--- src/rtl/core/xor_distance_node_table_macros.svh ---
// Assertion helpers shared by the node table RTL
`ifndef XOR_DISTANCE_NODE_TABLE_MACROS_SVH
`define XOR_DISTANCE_NODE_TABLE_MACROS_SVH

// expression holds at every clock edge out of reset
`define XDNT_ASSERT_HOLDS(lbl, expr, msg) \
   lbl: assert property (@(posedge clock) disable iff (reset) (expr)) else $error(msg);

// consequent holds in the cycle after the antecedent
`define XDNT_ASSERT_NEXT(lbl, ante, cons, msg) \
   lbl: assert property (@(posedge clock) disable iff (reset) (ante) |=> (cons)) \
      else $error(msg);

`endif

--- src/rtl/core/xdnt_ram.sv ---
module xdnt_ram #(
   parameter int unsigned WIDTH = 8,
   parameter int unsigned DEPTH = 16
) (
   input  logic                     clock,
   input  logic                     we,
   input  logic [$clog2(DEPTH)-1:0] waddr,
   input  logic [WIDTH-1:0]         wdata,
   input  logic [$clog2(DEPTH)-1:0] raddr,
   output logic [WIDTH-1:0]         rdata
);

   logic [WIDTH-1:0] mem_ff [DEPTH];
   logic [WIDTH-1:0] rdata_ff;

   always_ff @(posedge clock) begin
      if (we) begin
         mem_ff[waddr] <= wdata;
      end
      rdata_ff <= mem_ff[raddr];
   end

   assign rdata = rdata_ff;

endmodule

--- config.mk ---
export PLATFORM = sky130hd
export DESIGN_NAME = xdnt_ram
export DESIGN_NICKNAME = d
export VERILOG_FILES = /design/src/rtl/core/xor_distance_node_table_macros.svh /design/src/rtl/core/xdnt_ram.sv
export SDC_FILE = /design/constraint.sdc
export NUM_CORES = 1
export LEC_CHECK = 0
export BUFFER_PORTS_ARGS = -buffer_cell sky130_fd_sc_hd__buf_2
export CORE_MARGIN = 4
export CORE_UTILIZATION = 30
export DETAILED_ROUTE_END_ITERATION = 7
export PLACE_DENSITY_LB_ADDON = 0.3
export RECOVER_POWER = 25
export SYNTH_ARGS = -nofsm -noshare
export SYNTH_HDL_FRONTEND = slang
export SYNTH_SLANG_ARGS = --single-unit
--- constraint.sdc ---
create_clock -name clock -period 1.65 [get_ports clock]
set_clock_uncertainty 0.05 [all_clocks]
set_input_delay 0 -clock clock [delete_from_list [all_inputs] [get_ports clock]]
set_output_delay 0 -clock clock [all_outputs]
set_load 0.02 [all_outputs]
==> results_dict.tcl, run 1 <==
set metrics [dict create \
    outcome "complete, no violations" \
    num_vias 2494 \
    floorplan.die_area_mm2 0.01932 \
    syn_area_per_cell_um2 22.48 \
    netlist_instances 229 \
    synth_seq_cells 136 \
    place_congestion 0.7104 \
    die_h_um 139.0 \
    drt-wirelength-per-cell_um 20.24 \
    ys.warnings.count 0 \
    io_pins 26 \
    grt_pass1_vias 2483 \
    initial_core_util_pct 30.82 \
    post_cts_resized 0 \
    fin_nets 312 \
    cp.required_ns 1.88 \
    max-cap-violations 0 \
    cts.clk_slew.worst_paths_ns 0.06 \
    cts_root_buffer "clkbuf_16" \
    final.period_utilization_pct 85.37 \
    arrival_ns 1.64 \
    hold_violations 0 \
    dp.cells 487 \
    dp_slack_ns 0.1960 \
    cts_made_buffers 17 \
    fmax_mhz 709.9 \
    tightest_slew_ns 0.8250 \
    fin_ws_ns 0.2414 \
    fill_cells 1553 \
    post_cts_buffers 0 \
    path_cells "mux4_1 > a22oi_1 > nand2_1" \
    crit_family "multiplexers" \
    startpoint_type "flip-flop" \
    dr.first_iter.drc_count 199 \
    dpl.hpwl_um 6760 \
    p_leak_uw 0.002102 \
    syn_nets 247 \
    numClockSinks 136 \
    cts_tree "built" \
    setup_tns_ns 0 \
    setup_viol 0 \
    critical_path.max_fanout 1 \
    antenna_found_initial 0 \
    total_power_uw 7947 \
    core-area_mm2 0.01670 \
    ys_seq_area_share_pct 77.78 \
    slew_viol_final 0 \
    end_kind "flip-flop" \
    met3WireLength_um 522 \
    drive_above_1_share_pct 26.71 \
    grt_pass1_wl_um 15990 \
    totalWireLength_um 10670 \
    post_drt_via_cell_ratio 4.732 \
    gr-total-overflow 0 \
    area_delta_synth_final_pct 22.29 \
    ant_nets 0 \
    die_x_um 139.0 \
    post-route-drc-count 0 \
    dr_wl_met2_um 4952 \
    min_path_type "in -> reg" \
    rows 47 \
    hold_buffers 8 \
    cpPeakStageDelay_ns 0.51 \
    io_buffers 25 \
    rsz0062_at_grt "no" \
    firstDrtPassIters 4 \
    cts_max_level 4 \
    instances_no_fill 527 \
    ir_worst_vdd_v 0.0006928 \
    insertion_delay_ns 0.40 \
    track_usage_pct 11.39 \
    syn_area_mm2 0.005147 \
    wl_met1_um 5113 \
    yosysUniqueCellTypes 19 \
    crit_slowest_cell "mux4_1" \
    diodes 0 \
    clockBufferDepth 2 \
    power-per-cell-area_mw_per_mm2 1262 \
    slew_headroom_pct 45.00 \
    topRoutingLayerUsed "met4" \
    worstSetupPathType "reg -> reg" \
    period_minus_slack_ns 1.409 \
    placedInstanceArea_mm2 0.005672 \
    crit_buf_inv 0 \
    grt_start_max_net_pins 33 \
    fin_area_mm2 0.006295 \
]
## worst min-delay path: cells and delay by family
kind          cells  cell delay, ns
buf+inv           2            0.32
simple gates      1            0.06
## cell families (layout without fill, tap and decap cells)
family / Yosys count / count (layout) / share of synthesized area (%)
and+or+nand+nor: 35 / 35 / 3.184
buffers and inverters: 10 / 88 / 1.677
AOI/OAI and AO/OA: 16 / 16 / 2.334
DFF: 136 / 136 / 77.78
muxes: 32 / 32 / 15.02
## layout make-up
| class | count | area, µm² | share of cell area, % |
|---|---|---|---|
| clock buffer | 23 | 447.9 | 7.116 |
| timing repair buffer | 56 | 385.4 | 6.122 |
| tap | 220 | 275.3 | 4.373 |
| sequential | 136 | 4004 | 63.61 |
| clock inverter | 9 | 125.1 | 1.988 |
| multi-input combinational | 83 | 1057 | 16.80 |
## flip-flops by register name, indices dropped and copies added, names as in the netlist
name	flops
rdata	8
mem_ff	128
## layer usage
metal,up-vias,track usage [%]
met5,-,0
met4,0,3.090
met3,11,3.621
met2,74,16.98
met1,1305,16.22
li1,1104,-
## cell usage in the layout (no fill, tap or decap), drive strengths merged
cell	count
dfxtp	8
and2b	1
nor2	13
clkinv	5
edfxtp	128
and2	1
nand2	9
buf	38
or3b	1
nand2b	2
nand3	1
nor3	4
nor2b	1
nand3b	2
clkinvlp	1
dlygate4sd3	8
bufinv	3
clkbuf	33
a22oi	16
mux4	32
## cell usage after synthesis (all sizes together)
cell type      number  area (µm²)
edfxtp            128        3844
a22oi              16       120.1
mux4               32       773.2
nor3                4       20.02
clkdlybuf4s25       3       30.03
nor2b               1       6.260
and2b               1       7.510
dfxtp               8       160.2
buf                 7       56.30
nand2b              2       12.51
nand2               9       33.78
and2                1       6.260
nand3               1       5.000
nand3b              2       15.01
or3b                1       8.760
nor2               13       48.80
## path summary, 6_finish.rpt
path	start	end	slack, ns	cells after the start
worst max-delay path	mem_ff[9][4]	rdata[4]	0.24	3
worst min-delay path	waddr[0]	mem_ff[4][7]	0.11	3
worst max register to register	mem_ff[9][4]	rdata[4]	0.24	3
worst min register to register	mem_ff[6][4]	rdata[4]	0.62	3
## power by group
| part | switching [µW] | internal, µW | leakage, µW | total, µW |
|---|---|---|---|---|
| registers | 23.0 | 3870 | 0.00122 | 3890 |
| clock network | 1290 | 2360 | 0.000277 | 3650 |
| logic | 236 | 172 | 0.000601 | 408 |
| total | 1550 | 6400 | 0.00210 | 7950 |
## metrics by stage
| stage | util (%) | hold slack [ns] |
|---|---|---|
| floorplan | - | 0.04887 |
| global placement | 33.96 | 0.3372 |
| detailed placement | 33.96 | 0.3483 |
| CTS | 37.87 | 0.08726 |
| global route | 37.69 | 0.1043 |
| finish | 37.69 | 0.1073 |
Power figures use the tool's default switching activity.
==> run 2, diff against run 1 <==
--- a/config.mk
+++ b/config.mk
@@ -7,10 +7,12 @@
 export LEC_CHECK = 0
 export BUFFER_PORTS_ARGS = -buffer_cell sky130_fd_sc_hd__buf_2
 export CORE_MARGIN = 4
-export CORE_UTILIZATION = 30
+export CORE_UTILIZATION = 54
 export DETAILED_ROUTE_END_ITERATION = 7
+export GPL_TIMING_DRIVEN = 0
 export PLACE_DENSITY_LB_ADDON = 0.3
 export RECOVER_POWER = 25
+export SETUP_SLACK_MARGIN = 0.2
 export SYNTH_ARGS = -nofsm -noshare
 export SYNTH_HDL_FRONTEND = slang
 export SYNTH_SLANG_ARGS = --single-unit
==> run 2 against run 1 <==
Against the previous run:
- largest cell class unchanged
- wire length decreased by 10%
- clock power down 7.4%
- non-clock buffer count down 9
- cell count decreased by 19%
- final area down 3.0%
- worst setup slack gained 0.0027 ns
- combinational power rose by 1%
==> results_dict.tcl, run 2 (synthesized netlist as in run 1, its figures left out) <==
set metrics [dict create \
    outcome "complete, no violations" \
    arrival_ns 1.73 \
    ir_worst_vdd_v 0.0006905 \
    end_kind "flip-flop" \
    rows 35 \
    reg2reg_slack_ns 0.24 \
    dpl.hpwl_um 5903 \
    antenna_found_initial 0 \
    area_delta_synth_final_pct 18.57 \
    fmax_mhz 711.3 \
    io_pins 26 \
    post_cts_buffers 0 \
    p_leak_uw 0.002041 \
    critical_path.max_fanout 1 \
    instances_no_fill 427 \
    min_path_type "in -> reg" \
    place_congestion 0.7200 \
    placedInstanceArea_mm2 0.005434 \
    num_vias 2470 \
    floorplan.die_area_mm2 0.01116 \
    io_buffers 24 \
    grt_start_max_net_pins 17 \
    die_x_um 105.6 \
    final.period_utilization_pct 85.21 \
    initial_core_util_pct 55.71 \
    track_usage_pct 18.75 \
    rsz0062_at_grt "no" \
    max-cap-violations 0 \
    cts.clk_slew.worst_paths_ns 0.06 \
    cts_max_level 4 \
    ant_nets 0 \
    fill_cells 582 \
    gr-total-overflow 0 \
    period_minus_slack_ns 1.406 \
    core-area_mm2 0.009240 \
    cp.required_ns 1.98 \
    worstSetupPathType "reg -> reg" \
    whs_ns 0.02373 \
    totalWireLength_um 9594 \
    dr.first_iter.drc_count 265 \
    drive_above_1_share_pct 25.17 \
    regMostFlops "mem_ff" \
    die_h_um 105.6 \
    diodes 0 \
    total_power_uw 7680 \
    numClockSinks 136 \
    startpoint_type "flip-flop" \
    hold_violations 0 \
    grt_pass1_vias 2507 \
    post-route-drc-count 0 \
    clockBufferDepth 2 \
    setup_viol 0 \
    layout_commonest_cell "edfxtp_1" \
    largest_reg_flops 128 \
    final_cell_mix "128 x edfxtp_1, 22 x buf_2, 18 x mux4_2, 16 x clkbuf_16" \
    grt_pass1_wl_um 14840 \
    cts_made_buffers 17 \
    post_drt_via_cell_ratio 5.785 \
    firstDrtPassIters 4 \
    fin_area_mm2 0.006103 \
    slew_viol_final 0 \
    insertion_delay_ns 0.50 \
    cts_tree "built" \
    fin_nets 303 \
    tightest_slew_ns 1.353 \
    drt-wirelength-per-cell_um 22.47 \
    slew_headroom_pct 9.131 \
    dp.cells 382 \
    cts_root_buffer "clkbuf_8" \
    power-per-cell-area_mw_per_mm2 1258 \
]
## run 2: worst max-delay path, stage by stage, from the launching register on
cell,delay (ns)
edfxtp_1,0.38
mux4_1,0.52
a22oi_1,0.24
nand2_1,0.09
## run 2: worst paths after layout
path                              startpoint        to  cells past startpoint
worst max-delay path            mem_ff[6][0]  rdata[0]                      3
worst min-delay path                raddr[3]  rdata[1]                      4
worst min register to register  mem_ff[8][7]  rdata[7]                      3
worst max register to register  mem_ff[6][0]  rdata[0]                      3
## run 2: where the power goes
| part | internal (µW) | switching (µW) |
|---|---|---|
| combinational | 173 | 240 |
| sequential | 3870 | 17.3 |
| clock | 2120 | 1260 |
## run 2: layer usage
metal	share of wire (%)	track usage, %	vias to the layer above
met5	0	0	-
met4	1.5	6.290	0
met3	8.2	5.389	11
met2	49	28.37	124
met1	42	26.63	1249
li1	-	-	1086
## run 2: metrics by stage
step | setup TNS (ns) | worst slack, ns | util [%]
global route | 0 | 0.2064 | 66.05
global placement | -3.110 | -0.1600 | 58.81
detailed placement | -4.913 | -0.1930 | 58.81
CTS | 0 | 0.2129 | 66.01
finish | 0 | 0.2440 | 66.05
floorplan | 0 | 0.3339 | -
## run 2: what timing repair did
item,4_1_cts,5_1_grt
hold endpoints to repair,138,0
setup endpoints to repair,0,2
resized for setup,0,2
hold buffers,13,0
## run 2: cell type report
class	instances	area, µm²	share of cell area [%]
plain buffers	10	86.33	1.415
clock buffers	21	429.2	7.032
clock inverters	11	106.4	1.743
multi-input cells	83	1072	17.57
flip-flops and latches	136	4004	65.60
well taps	129	161.4	2.645
repair buffers	37	244.0	3.998
==> run 3, diff against run 2 <==
--- a/config.mk
+++ b/config.mk
@@ -7,7 +7,8 @@
 export LEC_CHECK = 0
 export BUFFER_PORTS_ARGS = -buffer_cell sky130_fd_sc_hd__buf_2
 export CORE_MARGIN = 4
-export CORE_UTILIZATION = 54
+export CORE_UTILIZATION = 57
+export CTS_BUF_LIST = sky130_fd_sc_hd__clkbuf_2 sky130_fd_sc_hd__clkbuf_4 sky130_fd_sc_hd__clkbuf_8
 export DETAILED_ROUTE_END_ITERATION = 7
 export GPL_TIMING_DRIVEN = 0
 export PLACE_DENSITY_LB_ADDON = 0.3
==> run 3 against run 2 <==
Against the previous run:
- die area is 4.9% lower
- critical endpoint is now rdata[2]
- hold slack improved by 0.013 ns
- largest cell class unchanged
- power fell by 4.7%
- largest power group unchanged
- sequential share of layout area grew 1.6 points
- clock-buffer cell count rose by 4
==> results_dict.tcl, run 3 (synthesized netlist as in run 1, its figures left out) <==
set metrics [dict create \
    outcome "complete, no violations" \
    cp.required_ns 1.91 \
    io_pins 26 \
    layout_commonest_cell "edfxtp_1" \
    period_minus_slack_ns 1.443 \
    worstSetupPathType "reg -> reg" \
    min_to "mem_ff[8][2]" \
    post-route-util_pct 67.99 \
    cts_made_buffers 17 \
    path_cells "mux4_1 > a22oi_1 > nand2_1" \
    totalWireLength_um 9433 \
    dr.first_iter.drc_count 222 \
    num_vias 2448 \
    cts_root_buffer "clkbuf_8" \
    max-cap-violations 0 \
    fmax_mhz 693.2 \
    firstDrtPassIters 5 \
    fill_cells 532 \
    die_h_um 103.0 \
    power-per-cell-area_mw_per_mm2 1228 \
    rsz0062_at_grt "no" \
    regMostFlops "mem_ff" \
    grt_pass1_vias 2430 \
    post-route-drc-count 0 \
    setup_viol 0 \
    p_leak_uw 0.001987 \
    crit_buf_inv 0 \
    post_cts_buffers 0 \
    slew_headroom_pct 19.74 \
    cts_tree "built" \
    core-area_mm2 0.008763 \
    crit_family "multiplexers" \
    gr-total-overflow 0 \
    cts.clk_slew.worst_paths_ns 0.08 \
    comb_power_share_pct 5.5 \
    fin_nets 298 \
    hold-path-cell-count 2 \
    final.period_utilization_pct 87.43 \
    r2r-start "mem_ff[2][2]" \
    cpPeakStageDelay_ns 0.50 \
    placedInstanceArea_mm2 0.005408 \
    clockBufferDepth 2 \
    critical_path.max_fanout 1 \
    diodes 0 \
    whs_ns 0.03692 \
    startpoint "mem_ff[2][2]" \
    insertion_delay_ns 0.42 \
    total_power_uw 7319 \
    rows 34 \
    drive_above_1_share_pct 28.33 \
    reg2reg_slack_ns 0.21 \
    area_delta_synth_final_pct 15.75 \
    antenna_found_initial 0 \
    seqPwrFrac_pct 53.0 \
    min-delay-start "waddr[0]" \
    startpoint_type "flip-flop" \
    crit_cells 3 \
    end_kind "flip-flop" \
    slew_viol_final 0 \
    ant_nets 0 \
    io_buffers 24 \
    ir_worst_vdd_v 0.0006481 \
    drt-wirelength-per-cell_um 23.52 \
    arrival_ns 1.70 \
    ff2ff_path_depth 3 \
    power_switching_uw 1418 \
    crit_slowest_cell "mux4_1" \
    hold_violations 0 \
    tightest_slew_ns 1.195 \
    initial_core_util_pct 58.74 \
    min_path_type "in -> reg" \
    largest_reg_flops 128 \
    final_cell_mix "128 x edfxtp_1, 21 x buf_2, 21 x clkbuf_8, 18 x mux4_2, 14 x mux4_1" \
    p_clk_share_pct 41.5 \
    floorplan.die_area_mm2 0.01062 \
    regToRegEndpoint "rdata[2]" \
    place_congestion 0.6924 \
    numClockSinks 136 \
    grt_pass1_wl_um 14190 \
    track_usage_pct 19.71 \
    sw_frac_of_total_pct 19.37 \
    cts_max_level 4 \
    dpl.hpwl_um 5763 \
    grt_start_max_net_pins 17 \
    fin_area_mm2 0.005958 \
    p_int_uw 5901 \
    die_x_um 103.0 \
    post_drt_via_cell_ratio 6.105 \
]
-- run 3: changes by cell type in the layout (fill, tap and decap cells not counted), moves of 3 or more --
| cell | change |
|---|---|
| clkbuf_8 | +20 |
| clkbuf_16 | -16 |
| clkbuf_1 | -3 |
| clkinv_1 | -3 |
| dlygate4sd3_1 | -5 |
| clkbuf_4 | +4 |
| clkinv_2 | -3 |
-- run 3: power by group through the flow --
stage          combinational, µW  clock, µW  sequential (µW)
6_report                     404       3040             3880
2_1_floorplan                196          0             3980
5_1_grt                      432       3220             3880
3_5_place_dp                 388          0             3950
4_1_cts                      406       3070             3880
3_3_place_gp                 378          0             3950
-- run 3: stage by stage --
step	instances	setup TNS [ns]	worst slack (ns)
floorplan	229	0	0.3339
global placement	361	-2.726	-0.1922
detailed placement	361	-4.466	-0.2137
CTS	401	0	0.2261
global route	401	0	0.2127
finish	401	0	0.2074
-- run 3: layer usage --
metal  GRT usage, %  up-vias  share of wire (%)
met5              0        -                  0
met2          31.38      106                 51
met4          8.167        0                1.7
met1          26.71     1252                 41
met3          4.465       15                6.7
li1               -     1075                  -
-- run 3: worst max path at each step --
stage | to | slack, ns
after CTS | rdata[3] | 0.23
after detailed placement | mem_ff[8][2] | -0.21
after global placement | mem_ff[8][2] | -0.19
final | rdata[2] | 0.21
after floorplan | mem_ff[3][0] | 0.33
after global routing | mem_ff[4][5] | 0.21
-- run 3: cell type report --
class                      count  area (µm²)  share of cell area, %
buffer                        10       86.33                  1.449
clock buffer                  25       319.1                  5.355
clock inverter                 7       138.9                  2.331
multi-input combinational     83        1082                  18.16
sequential                   136        4004                  67.20
tap                          108       135.1                  2.268
timing repair buffer          32       192.7                  3.234
-- run 3: repair_timing --
item                                    in CTS  in global routing
hold buffers                                 8                  0
endpoints found under the setup margin       1                 10
hold endpoints to repair                   128                  0
resized for setup                            1                  3
pin swaps                                    0                  0
